`config.mk`:
```
export PLATFORM = sky130hd
export DESIGN_NAME = frame_index_slot_allocator_unit
export DESIGN_NICKNAME = d
export VERILOG_FILES = /design/src/hw/rtl/fisa_pkg.sv /design/src/hw/rtl/fisa_status_ram.sv /design/src/hw/rtl/frame_index_slot_allocator_unit.sv
export SDC_FILE = /design/constraint.sdc
export NUM_CORES = 1
export LEC_CHECK = 0
export BUFFER_PORTS_ARGS = -buffer_cell sky130_fd_sc_hd__buf_2
export CAP_MARGIN = 20
export CORE_ASPECT_RATIO = 0.5
export CORE_MARGIN = 5
export CORE_UTILIZATION = 52
export DETAILED_ROUTE_END_ITERATION = 12
export PLACE_DENSITY = 0.7
export SLEW_MARGIN = 20
export SYNTH_ARGS = -nofsm -noshare
export SYNTH_HDL_FRONTEND = slang
export SYNTH_HIERARCHICAL = 1
export SYNTH_SLANG_ARGS = --single-unit
export TNS_END_PERCENT = 5
```
`constraint.sdc`:
```
create_clock -name clk -period 5 [get_ports clk]
set_input_delay 0.75 -clock clk [delete_from_list [all_inputs] [get_ports clk]]
set_output_delay 0.75 -clock clk [all_outputs]
set_load 0.02 [all_outputs]
```
`src/hw/rtl/fisa_pkg.sv`:
```
`timescale 1ns / 1ps
`default_nettype none
// ----------------------------------------------------------------------------
// Frame index slot allocator package
// Request codes, slot status codes and the item types of both channels.
// ----------------------------------------------------------------------------
package fisa_pkg;

	localparam logic [1:0] REQ_ALLOC  = 2'd0;
	localparam logic [1:0] REQ_SET    = 2'd1;
	localparam logic [1:0] REQ_CHECK  = 2'd2;

	localparam logic [2:0] ST_EMPTY = 3'd0;
	localparam logic [2:0] ST_ALLOC = 3'd1;
	localparam logic [2:0] ST_TX    = 3'd2;

	typedef struct packed {
		logic [1:0] req_type;
		logic [7:0] frame_index;
		logic [2:0] new_status;
		logic       side;
		logic       is_ethercat;
		logic       frame_nonempty;
	} req_t;

	typedef struct packed {
		logic [3:0] slot_index;
		logic       accepted;
		logic [2:0] slot_status;
	} rsp_t;

endpackage
`default_nettype wire

```
`src/hw/rtl/fisa_status_ram.sv`:
```
`timescale 1ns / 1ps
`default_nettype none
// ----------------------------------------------------------------------------
// Slot status memory
// One write port, one registered read port; entries read as empty until
// first written after reset.
// ----------------------------------------------------------------------------
module fisa_status_ram import fisa_pkg::*; #(
	parameter int DEPTH = 16,
	parameter int AW    = 4
) (
	input  wire logic          clk,
	input  wire logic          arst_n,
	input  wire logic          we,
	input  wire logic [AW-1:0] waddr,
	input  wire logic [2:0]    wdata,
	input  wire logic          re,
	input  wire logic [AW-1:0] raddr,
	output logic      [2:0]    rdata
);

	logic [2:0]       mem [DEPTH];
	logic [DEPTH-1:0] vld_q;
	logic [2:0]       rd_s1;
	logic             rd_vld_s1;

	always_ff @(posedge clk) begin
		if (we) begin
			mem[waddr] <= wdata;
		end
		if (re) begin
			rd_s1 <= mem[raddr];
		end
	end

	always_ff @(posedge clk or negedge arst_n) begin
		if (!arst_n) begin
			vld_q     <= '0;
			rd_vld_s1 <= 1'b0;
		end else begin
			if (we) begin
				vld_q[waddr] <= 1'b1;
			end
			if (re) begin
				rd_vld_s1 <= vld_q[raddr];
			end
		end
	end

	assign rdata = rd_vld_s1 ? rd_s1 : ST_EMPTY;

endmodule
`default_nettype wire

```
`src/hw/rtl/frame_index_slot_allocator_unit.sv`:
```
`timescale 1ns / 1ps
`default_nettype none
// ----------------------------------------------------------------------------
// Frame index slot allocator
// Status tables for primary and secondary link slots with round-robin
// allocation, status writes and receive checks.
// ----------------------------------------------------------------------------
// One item is worked at a time. Set-status, receive-check and other requests
// pass through the read state and the output state before the next item is
// accepted. An allocate inspects at most NUM_SLOTS slots: the search reads
// one primary status entry per cycle through the single read port of
// the primary status memory. A finished item waits in the output register
// while the next item is accepted. The status tables read as empty right
// after reset; no clearing pass is needed.
module frame_index_slot_allocator_unit import fisa_pkg::*; #(
	parameter int NUM_SLOTS = 16
) (
	input  wire logic clk,
	input  wire logic arst_n,
	input  wire logic req_valid,
	output logic      req_ready,
	input  wire req_t req,
	output logic      rsp_valid,
	input  wire logic rsp_ready,
	output rsp_t      rsp,
	input  wire logic cfg_valid,
	output logic      cfg_ready,
	input  wire logic cfg_data
);

	localparam int              IW   = $clog2(NUM_SLOTS);
	localparam logic [IW-1:0]   LAST = IW'(NUM_SLOTS - 1);

	localparam logic [1:0] S_IDLE = 2'd0;
	localparam logic [1:0] S_READ = 2'd1;
	localparam logic [1:0] S_SCAN = 2'd2;
	localparam logic [1:0] S_OUT  = 2'd3;

	function automatic logic [IW-1:0] next_slot(input logic [IW-1:0] s);
		return (s == LAST) ? '0 : s + 1'b1;
	endfunction

	logic [1:0]    state_q, state_d;
	req_t          req_q;
	logic          redundant_q;
	logic [IW-1:0] last_q, last_d;
	logic [IW-1:0] first_q, first_d;
	logic [IW-1:0] scan_q, scan_d;
	logic [IW-1:0] cnt_q, cnt_d;
	rsp_t          res_q, res_d;
	rsp_t          rsp_q;
	logic          rsp_valid_q;

	logic          rd_en;
	logic [IW-1:0] rd_addr;
	logic          pri_we, sec_we;
	logic [IW-1:0] wr_addr;
	logic [2:0]    wr_data;
	logic [2:0]    pri_rdata, sec_rdata;
	logic [2:0]    chk_status;
	logic [IW-1:0] grant;
	logic [7:0]    grant_ext;
	logic          in_range;

	assign in_range  = {1'b0, req_q.frame_index} < 9'(NUM_SLOTS);
	assign grant     = (pri_rdata == ST_EMPTY) ? scan_q : first_q;
	assign grant_ext = 8'(grant);
	assign chk_status = req_q.side ? sec_rdata : pri_rdata;

	fisa_status_ram #(.DEPTH(NUM_SLOTS), .AW(IW)) u_pri (
		.clk    (clk),
		.arst_n (arst_n),
		.we     (pri_we),
		.waddr  (wr_addr),
		.wdata  (wr_data),
		.re     (rd_en),
		.raddr  (rd_addr),
		.rdata  (pri_rdata)
	);

	fisa_status_ram #(.DEPTH(NUM_SLOTS), .AW(IW)) u_sec (
		.clk    (clk),
		.arst_n (arst_n),
		.we     (sec_we),
		.waddr  (wr_addr),
		.wdata  (wr_data),
		.re     (rd_en),
		.raddr  (rd_addr),
		.rdata  (sec_rdata)
	);

	always_comb begin
		state_d = state_q;
		rd_en   = 1'b0;
		rd_addr = req.frame_index[IW-1:0];
		pri_we  = 1'b0;
		sec_we  = 1'b0;
		wr_addr = req_q.frame_index[IW-1:0];
		wr_data = req_q.new_status;
		res_d   = res_q;
		scan_d  = scan_q;
		cnt_d   = cnt_q;
		first_d = first_q;
		last_d  = last_q;
		unique case (state_q)
			S_IDLE: begin
				if (req_valid) begin
					rd_en = 1'b1;
					if (req.req_type == REQ_ALLOC) begin
						rd_addr = next_slot(last_q);
						first_d = next_slot(last_q);
						scan_d  = next_slot(last_q);
						cnt_d   = '0;
						state_d = S_SCAN;
					end else begin
						state_d = S_READ;
					end
				end
			end
			S_READ: begin
				res_d.slot_index  = req_q.frame_index[3:0];
				res_d.accepted    = 1'b1;
				res_d.slot_status = ST_EMPTY;
				priority if (req_q.req_type == REQ_SET) begin
					if (in_range) begin
						pri_we            = 1'b1;
						sec_we            = redundant_q;
						res_d.slot_status = req_q.new_status;
					end
				end else if (req_q.req_type == REQ_CHECK) begin
					res_d.accepted = 1'b0;
					if (in_range) begin
						res_d.slot_status = chk_status;
						res_d.accepted    = req_q.is_ethercat && req_q.frame_nonempty &&
						                    (chk_status == ST_TX);
					end
				end else begin
					if (in_range) begin
						res_d.slot_status = pri_rdata;
					end
				end
				state_d = S_OUT;
			end
			S_SCAN: begin
				if (pri_rdata == ST_EMPTY || cnt_q == LAST) begin
					pri_we            = 1'b1;
					wr_addr           = grant;
					wr_data           = ST_ALLOC;
					last_d            = grant;
					res_d.slot_index  = grant_ext[3:0];
					res_d.accepted    = 1'b1;
					res_d.slot_status = ST_ALLOC;
					state_d           = S_OUT;
				end else begin
					rd_en   = 1'b1;
					rd_addr = next_slot(scan_q);
					scan_d  = next_slot(scan_q);
					cnt_d   = cnt_q + 1'b1;
				end
			end
			S_OUT: begin
				if (!rsp_valid_q || rsp_ready) begin
					state_d = S_IDLE;
				end
			end
		endcase
	end

	always_ff @(posedge clk or negedge arst_n) begin
		if (!arst_n) begin
			state_q     <= S_IDLE;
			redundant_q <= 1'b0;
			last_q      <= '0;
			rsp_valid_q <= 1'b0;
		end else begin
			state_q <= state_d;
			last_q  <= last_d;
			if (cfg_valid) begin
				redundant_q <= cfg_data;
			end
			if (state_q == S_OUT && (!rsp_valid_q || rsp_ready)) begin
				rsp_valid_q <= 1'b1;
			end else if (rsp_ready) begin
				rsp_valid_q <= 1'b0;
			end
		end
	end

	always_ff @(posedge clk) begin
		if (state_q == S_IDLE && req_valid) begin
			req_q <= req;
		end
		if (state_q == S_OUT && (!rsp_valid_q || rsp_ready)) begin
			rsp_q <= res_q;
		end
		res_q   <= res_d;
		scan_q  <= scan_d;
		cnt_q   <= cnt_d;
		first_q <= first_d;
	end

	assign req_ready = (state_q == S_IDLE);
	assign rsp_valid = rsp_valid_q;
	assign rsp       = rsp_q;
	assign cfg_ready = 1'b1;

endmodule
`default_nettype wire

```
; ---- Yosys cells after proc, flatten, opt, wreduce, memory -nomap -nowiden
; Memory sizes are Yosys's and may differ from the RTL's. A register that Yosys moved wholly into a read port is not among the register bits.
; Cells that the tools add are included.
[word_totals]
inputBits = 22
word_cells = 125
mem_count = 2
reg_bits = 86
out_inout_bits = 11
ramBits = 96
[op_classes]
eq_ne = 14
muxes = 58
order_cmp = 4
add_sub_neg = 3
bitwise_logic = 2
reduce_logical = 19
[memory_table]
columns = memory, words, width, read_ports, rd_clocked_by_memory_dff, write_ports, line_no
row1 = u_pri.mem, 16, 3, 1, 1, 1, fisa_status_ram.sv:22  ; logic [2:0] mem [DEPTH];
row2 = u_sec.mem, 16, 3, 1, 1, 1, fisa_status_ram.sv:22
[op_table]
columns = op, n
row1 = $mux 4, 15
row2 = $or 16x16->16, 2
row3 = $mux 3, 9
row4 = $pmux 4 s2, 3
row5 = $mux 1, 19
row6 = $pmux 8 s2, 1
row7 = $add 4x1->4 const B, 3
row8 = $eq 4x4->1 const B, 3
row9 = $lt 4x5->1 const B, 2
row10 = $bmux 1 s4, 2
row11 = $lt 8x5->1 const B, 1
row12 = $mux 2, 4
row13 = $mux 8, 1
row14 = $ne 2x2->1 const B, 4
row15 = $pmux 2 s4, 1
row16 = $eq 2x2->1 const B, 3
row17 = $reduce_and 3->1, 2
row18 = $reduce_bool 2->1, 3
row19 = $logic_and 1x1->1, 5
row20 = $demux 1 s4, 1
row21 = $eq 2x1->1 const B, 2
row22 = $ge 4x1->1 const B, 1
row23 = $logic_not 2->1, 2
row24 = $pmux 1 s2, 2
row25 = other kinds (7), 9

; ---- Depth between registers and ports, before layout
[depth]
word_depth = 10
ltp_mapped = 12

; ---- By module
; The synthesis kept the hierarchy.
[modules_own_cells]
columns = module, cells_each, n_inst, area_each_um2
row1 = fisa_status_ram, 138, 2, 2736.4
row2 = frame_index_slot_allocator_unit, 200, 1, 2573.7

; ---- Worst setup path before layout
; No wires, ideal clock.
[synth_timing]
path_type = reg-to-reg
start = register u_pri.rd_vld_s1
end = register u_pri.rd_s1[0] (read register of u_pri.mem) (data pin)
synth_period_minus_slack_ns = 3.129
stages_incl_launch_ff = 12
t_required_ns = 4.728
setup_slack_ns = 1.871
t_arrival_ns = 2.857
cell_sequence = dfrtp_1 > and2_1 > or3_1 > buf_6 > a21boi_4 > a21o_1 > inv_2 > o21ai_2 > buf_2 > clkbuf_1 > mux4_2 > mux4_2
[synth_between]
elab_chain_cells = 5
elab_cells_between_ends = 7
[synth_rtl]
columns = element, line_no
row1 = "start, declared", fisa_status_ram.sv:25  ; logic rd_vld_s1;
row2 = "start signal, assigned", fisa_status_ram.sv:45  ; rd_vld_s1 <= vld_q[raddr];
row3 = $mux 3, fisa_status_ram.sv:50  ; assign rdata = rd_vld_s1 ? rd_s1 : ST_EMPTY;
row4 = via pri_rdata[2], frame_index_slot_allocator_unit.sv:59  ; logic [2:0] pri_rdata, sec_rdata;
row5 = $logic_not 3->1, frame_index_slot_allocator_unit.sv:145  ; if (pri_rdata == ST_EMPTY || cnt_q == LAST) begin
row6 = $logic_or 1x1->1, frame_index_slot_allocator_unit.sv:145
row7 = $mux 4, frame_index_slot_allocator_unit.sv:145
row8 = $pmux 4 s2, frame_index_slot_allocator_unit.sv:105  ; unique case (state_q)
row9 = via rd_addr[1], frame_index_slot_allocator_unit.sv:55  ; logic [IW-1:0] rd_addr;
row10 = "end, declared", fisa_status_ram.sv:24  ; logic [2:0] rd_s1;
; The timed path passes the listed nets, and every way through them passes these cells.
; A chain may end at the register's enable or synchronous reset.

; ---- Worst setup path after layout
[layout_timing]
start = register u_pri.rd_vld_s1
end = register u_sec.rd_vld_s1
[layout_between]
elab_chain_cells = 7
elab_cells_between_ends = 9
[layout_rtl]
columns = element, line_no
row1 = $mux 3, fisa_status_ram.sv:50
row2 = via pri_rdata[2], frame_index_slot_allocator_unit.sv:59
row3 = $logic_not 3->1, frame_index_slot_allocator_unit.sv:145
row4 = $logic_or 1x1->1, frame_index_slot_allocator_unit.sv:145
row5 = $mux 4, frame_index_slot_allocator_unit.sv:145
row6 = $pmux 4 s2, frame_index_slot_allocator_unit.sv:105
row7 = via rd_addr[0], frame_index_slot_allocator_unit.sv:55
row8 = $bmux 1 s4, fisa_status_ram.sv:45
row9 = $mux 1 (implied by the code), fisa_status_ram.sv:45
row10 = "end signal, assigned", fisa_status_ram.sv:45
row11 = "end, declared", fisa_status_ram.sv:25
; The timed path passes the listed nets, and every way through them passes these cells. The select of a mux whose other input is x is not followed.

==> run summary <==
status - completed
layout net count - 546
Final HPWL DP - 10.8 mm
Core Box Area - 15300 um^2
post-route clock period utilization - 79.6%
max_cap viols - 0
first-pass GRT wire length - 24.4 mm
internal power - 3410 uW
clock slew at reported path FFs - 0.07 ns
placer congestion estimate - 0.845
f_max - 0.251 GHz
Hold WC Path Type - in -> async
Most used DFF post-synth - edfxtp_1
Starting Density - 52.6%
post-synthesis area per instance - 16.9 um^2
CTS Hold Bufs - 0
crit path buf inv count - 1
clock buffer count from CTS - 17
Synth warnings - 6
worst-margin pin slew - 1.07 ns
clk buf depth - 2
largest net degree at the start of global routing - 43
unrepaired setup endpoints after global routing - no
met2 WL post-DR - 7.67 mm
count of clock tree sinks - 188
Setup TNS - 0 ns
Slowest-stage cell, CP - a221o_2
max incr delay on CP - 0.76 ns
Fin Clk Skew - 0.0152 ns
Die Area - 18200 um^2
grt total ovfl - 0
Die X-Extent - 186 um
LEAKAGE - 0.00343 uW
router iterations before antenna repair - 5
Net Switching - 1620 uW
routed vias/inst - 5.68
Cell Area, Synth - 8050 um^2
total number of vias - 4162
drt drc - 0
CTS tree - done
register area share after synthesis - 67.5%
Power Dens Cells - 561 nW/um^2
Finish-stage setup viols - 0
worst-skew pair later-pin latency - 0.43 ns
H-Tree Depth - 4
max layer used - met4
Antenna Violating Nets Remaining - 0
asr flop ratio synth - 22.3%
Synth area leader - edfxtp_1
R2R Path End - u_sec/rd_vld_s1$_DFFE_PN0P_
n_diodes - 0
area growth from synthesis to layout - 11.5%
most frequent cell on the critical path - mux2i_1
Critical Path AT - 4.29 ns
critical path type - reg -> reg
IO buf count - 31
share of total power in combinational logic - 29.6%
Final Slew Violations - 0
Switching Fraction - 32.2%
die height - 98.0 um
hold_ws - 0.324 ns
vias in the first global route - 4328
antenna violations before repair - 0
clk root buf - clkbuf_16
Setup crit end kind - flip-flop
Slew HR - 28.9%
layout cells sized above 1 - 28.5%
Worst Path Max Fanout - 28
sequential share of power - 43.7%
post-synth top area share - 54.5%
Tot GR Track Use - 17.8%
Gate Count Post-Synth - 476
Clock power frac - 26.7%
Iter 0 DRT Violations - 349
critical path required time - 5.31 ns
delay-heaviest family, CP - multiplexers
# rows - 32
Worst setup SP type - flip-flop
Ports - 33
Mapped Nets - 506
met1 WL - 6.79 mm
maximum VDD drop - 0.000274 V
main area contributors after synthesis - edfxtp_1 (54%), dfrtp_1 (13%), mux4_1 (6.5%), mux4_2 (5.0%), or2_2 (2.5%)
routed wire length per instance - 21.0 um
post-CTS setup buffers - 0
EDFF count, synth - 146
Seq cells post-synth - 188
r2r startpoint - u_pri/rd_vld_s1$_DFFE_PN0P_
post-CTS resize count - 0
Met3 Routed Length - 745 um
crit-path cells - and2_1 -> or3_1 -> a21boi_4 -> buf_4 -> a21o_1 -> a221o_2 -> mux4_1 -> mux2i_1 -> mux2i_1 -> mux2_2
min Tclk post-route - 3.98 ns
R2R setup slack - 1.02 ns
cells on worst reg2reg path - 10
Final Hold Viols - 0
drt total wl - 15.4 mm
Synth cell types - 53
-- layout by cell type, fill, tap and decap left out, types with 4 or more instances in the layout --
| cell | n |
|---|---|
| edfxtp_1 | 146 |
| nor2_1 | 43 |
| dfrtp_1 | 42 |
| or2_2 | 32 |
| buf_2 | 30 |
| mux4_1 | 20 |
| mux2i_1 | 18 |
| mux4_2 | 18 |
| clkbuf_16 | 17 |
| nand2_1 | 14 |
| inv_1 | 12 |
| nor3_1 | 11 |
| and2_1 | 11 |
| mux2_2 | 9 |
| buf_4 | 9 |
| a21oi_2 | 8 |
| ha_1 | 8 |
| nand3_1 | 7 |
| a21oi_1 | 5 |
| nand2b_1 | 5 |
| inv_6 | 5 |
| nor2b_1 | 4 |
| inv_8 | 4 |
| nand3b_1 | 4 |
-- cell type report --
| class | count | area [um^2] |
|---|---|---|
| Timing Repair Buffer | 39 | 218 |
| Tap cell | 204 | 255 |
| Clock buffer | 17 | 425 |
| Multi-Input combinational cell | 257 | 2430 |
| Inverter | 13 | 48.8 |
| Clock inverter | 15 | 166 |
| Sequential cell | 188 | 5440 |
| Fill cell | 1140 | 6320 |
-- cells by family after synthesis --
logic type / Yosys count / synth area share, %
other: 1 / 0.0466
xor gates and xnor gates: 4 / 0.435
and+or+nand+nor: 146 / 9.70
adders and majority gates: 8 / 1.24
buffers and inverters: 31 / 2.44
DFF: 188 / 67.5
AOI/OAI and AO/OA: 32 / 3.37
muxes: 66 / 15.2
-- Yosys cell counts (4+ instances only) --
cell / instances
edfxtp_1: 146
nor2_1: 43
dfrtp_1: 42
or2_2: 32
mux4_1: 20
mux2i_1: 18
mux4_2: 18
nand2_1: 14
inv_1: 12
and2_1: 11
nor3_1: 11
mux2_2: 9
a21oi_2: 8
ha_1: 8
clkbuf_1: 7
nand3_1: 7
nor2b_1: 6
a21oi_1: 5
buf_6: 5
nand2b_1: 5
nand3b_1: 4
-- how the worst max path moves through the flow --
stage / start / endpoint / slack (ns) / cells past startpoint
global route: u_pri/rd_vld_s1$_DFFE_PN0P_ / u_sec/rd_vld_s1$_DFFE_PN0P_ / 0.81 / 10
finish: u_pri/rd_vld_s1$_DFFE_PN0P_ / u_sec/rd_vld_s1$_DFFE_PN0P_ / 1.02 / 10
global placement: u_pri/rd_vld_s1$_DFFE_PN0P_ / u_sec/rd_vld_s1$_DFFE_PN0P_ / 1.09 / 10
CTS: u_pri/rd_vld_s1$_DFFE_PN0P_ / u_pri/rd_s1[2]$_DFFE_PP_ / 0.98 / 10
detailed placement: u_pri/rd_vld_s1$_DFFE_PN0P_ / u_sec/rd_vld_s1$_DFFE_PN0P_ / 1.00 / 10
floorplan: u_pri/rd_vld_s1$_DFFE_PN0P_ / u_pri/rd_s1[0]$_DFFE_PP_ / 1.87 / 11
-- registers in the layout, indices dropped and copies added (netlist names) --
signal and cells:
rsp_valid 1, u_pri/vld_q 16, rsp 8, first_q 4, req_q 16, u_sec/rd_s1 3
u_sec/rd_vld_s1 1, redundant_q 1, last_q 4, state_q 2, u_pri/mem 48, u_sec/mem 48
u_pri/rd_vld_s1 1, cnt_q 4, res_q 8, u_sec/vld_q 16, u_pri/rd_s1 3, scan_q 4
-- worst register-to-register path, delay by kind of cell (launching register included) --
family	cells	cell delay, ns
buffers and inverters	1	0.28
flip-flops	1	0.40
AO/OA/AOI/OAI	3	1.09
AND/OR/NAND/NOR	2	0.71
multiplexers	4	1.38
-- per-stage QoR --
| stage | utilization [%] | total power, uW | instance area, um^2 | worst slack (ns) | cells |
|---|---|---|---|---|---|
| 2_1_floorplan | - | 3350 | 8050 | 1.87 | 476 |
| 3_3_place_gp | 54.8 | 3680 | 8380 | 1.09 | 701 |
| 3_5_place_dp | 54.8 | 3730 | 8380 | 1.00 | 701 |
| 4_1_cts | 58.6 | 5080 | 8970 | 0.980 | 733 |
| 5_1_grt | 58.7 | 5290 | 8970 | 0.805 | 733 |
| 6_report | 58.7 | 5040 | 8970 | 1.02 | 733 |
-- power by group through the flow --
stage / Clock (uW) / Combinational (uW) / Sequential (uW)
final: 1340 / 1490 / 2200
after global routing: 1430 / 1630 / 2230
after CTS: 1370 / 1500 / 2210
after detailed placement: 0 / 1490 / 2240
after global placement: 0 / 1450 / 2230
after floorplan: 0 / 1120 / 2230
-- per-layer routing --
metal / global-route usage, % / vias up
met1: 24.5 / 2082
met4: 5.93 / 0
li1: - / 1920
met5: 0 / -
met2: 29.1 / 140
met3: 3.09 / 20
Note: power is estimated with default switching activity, not from simulation.
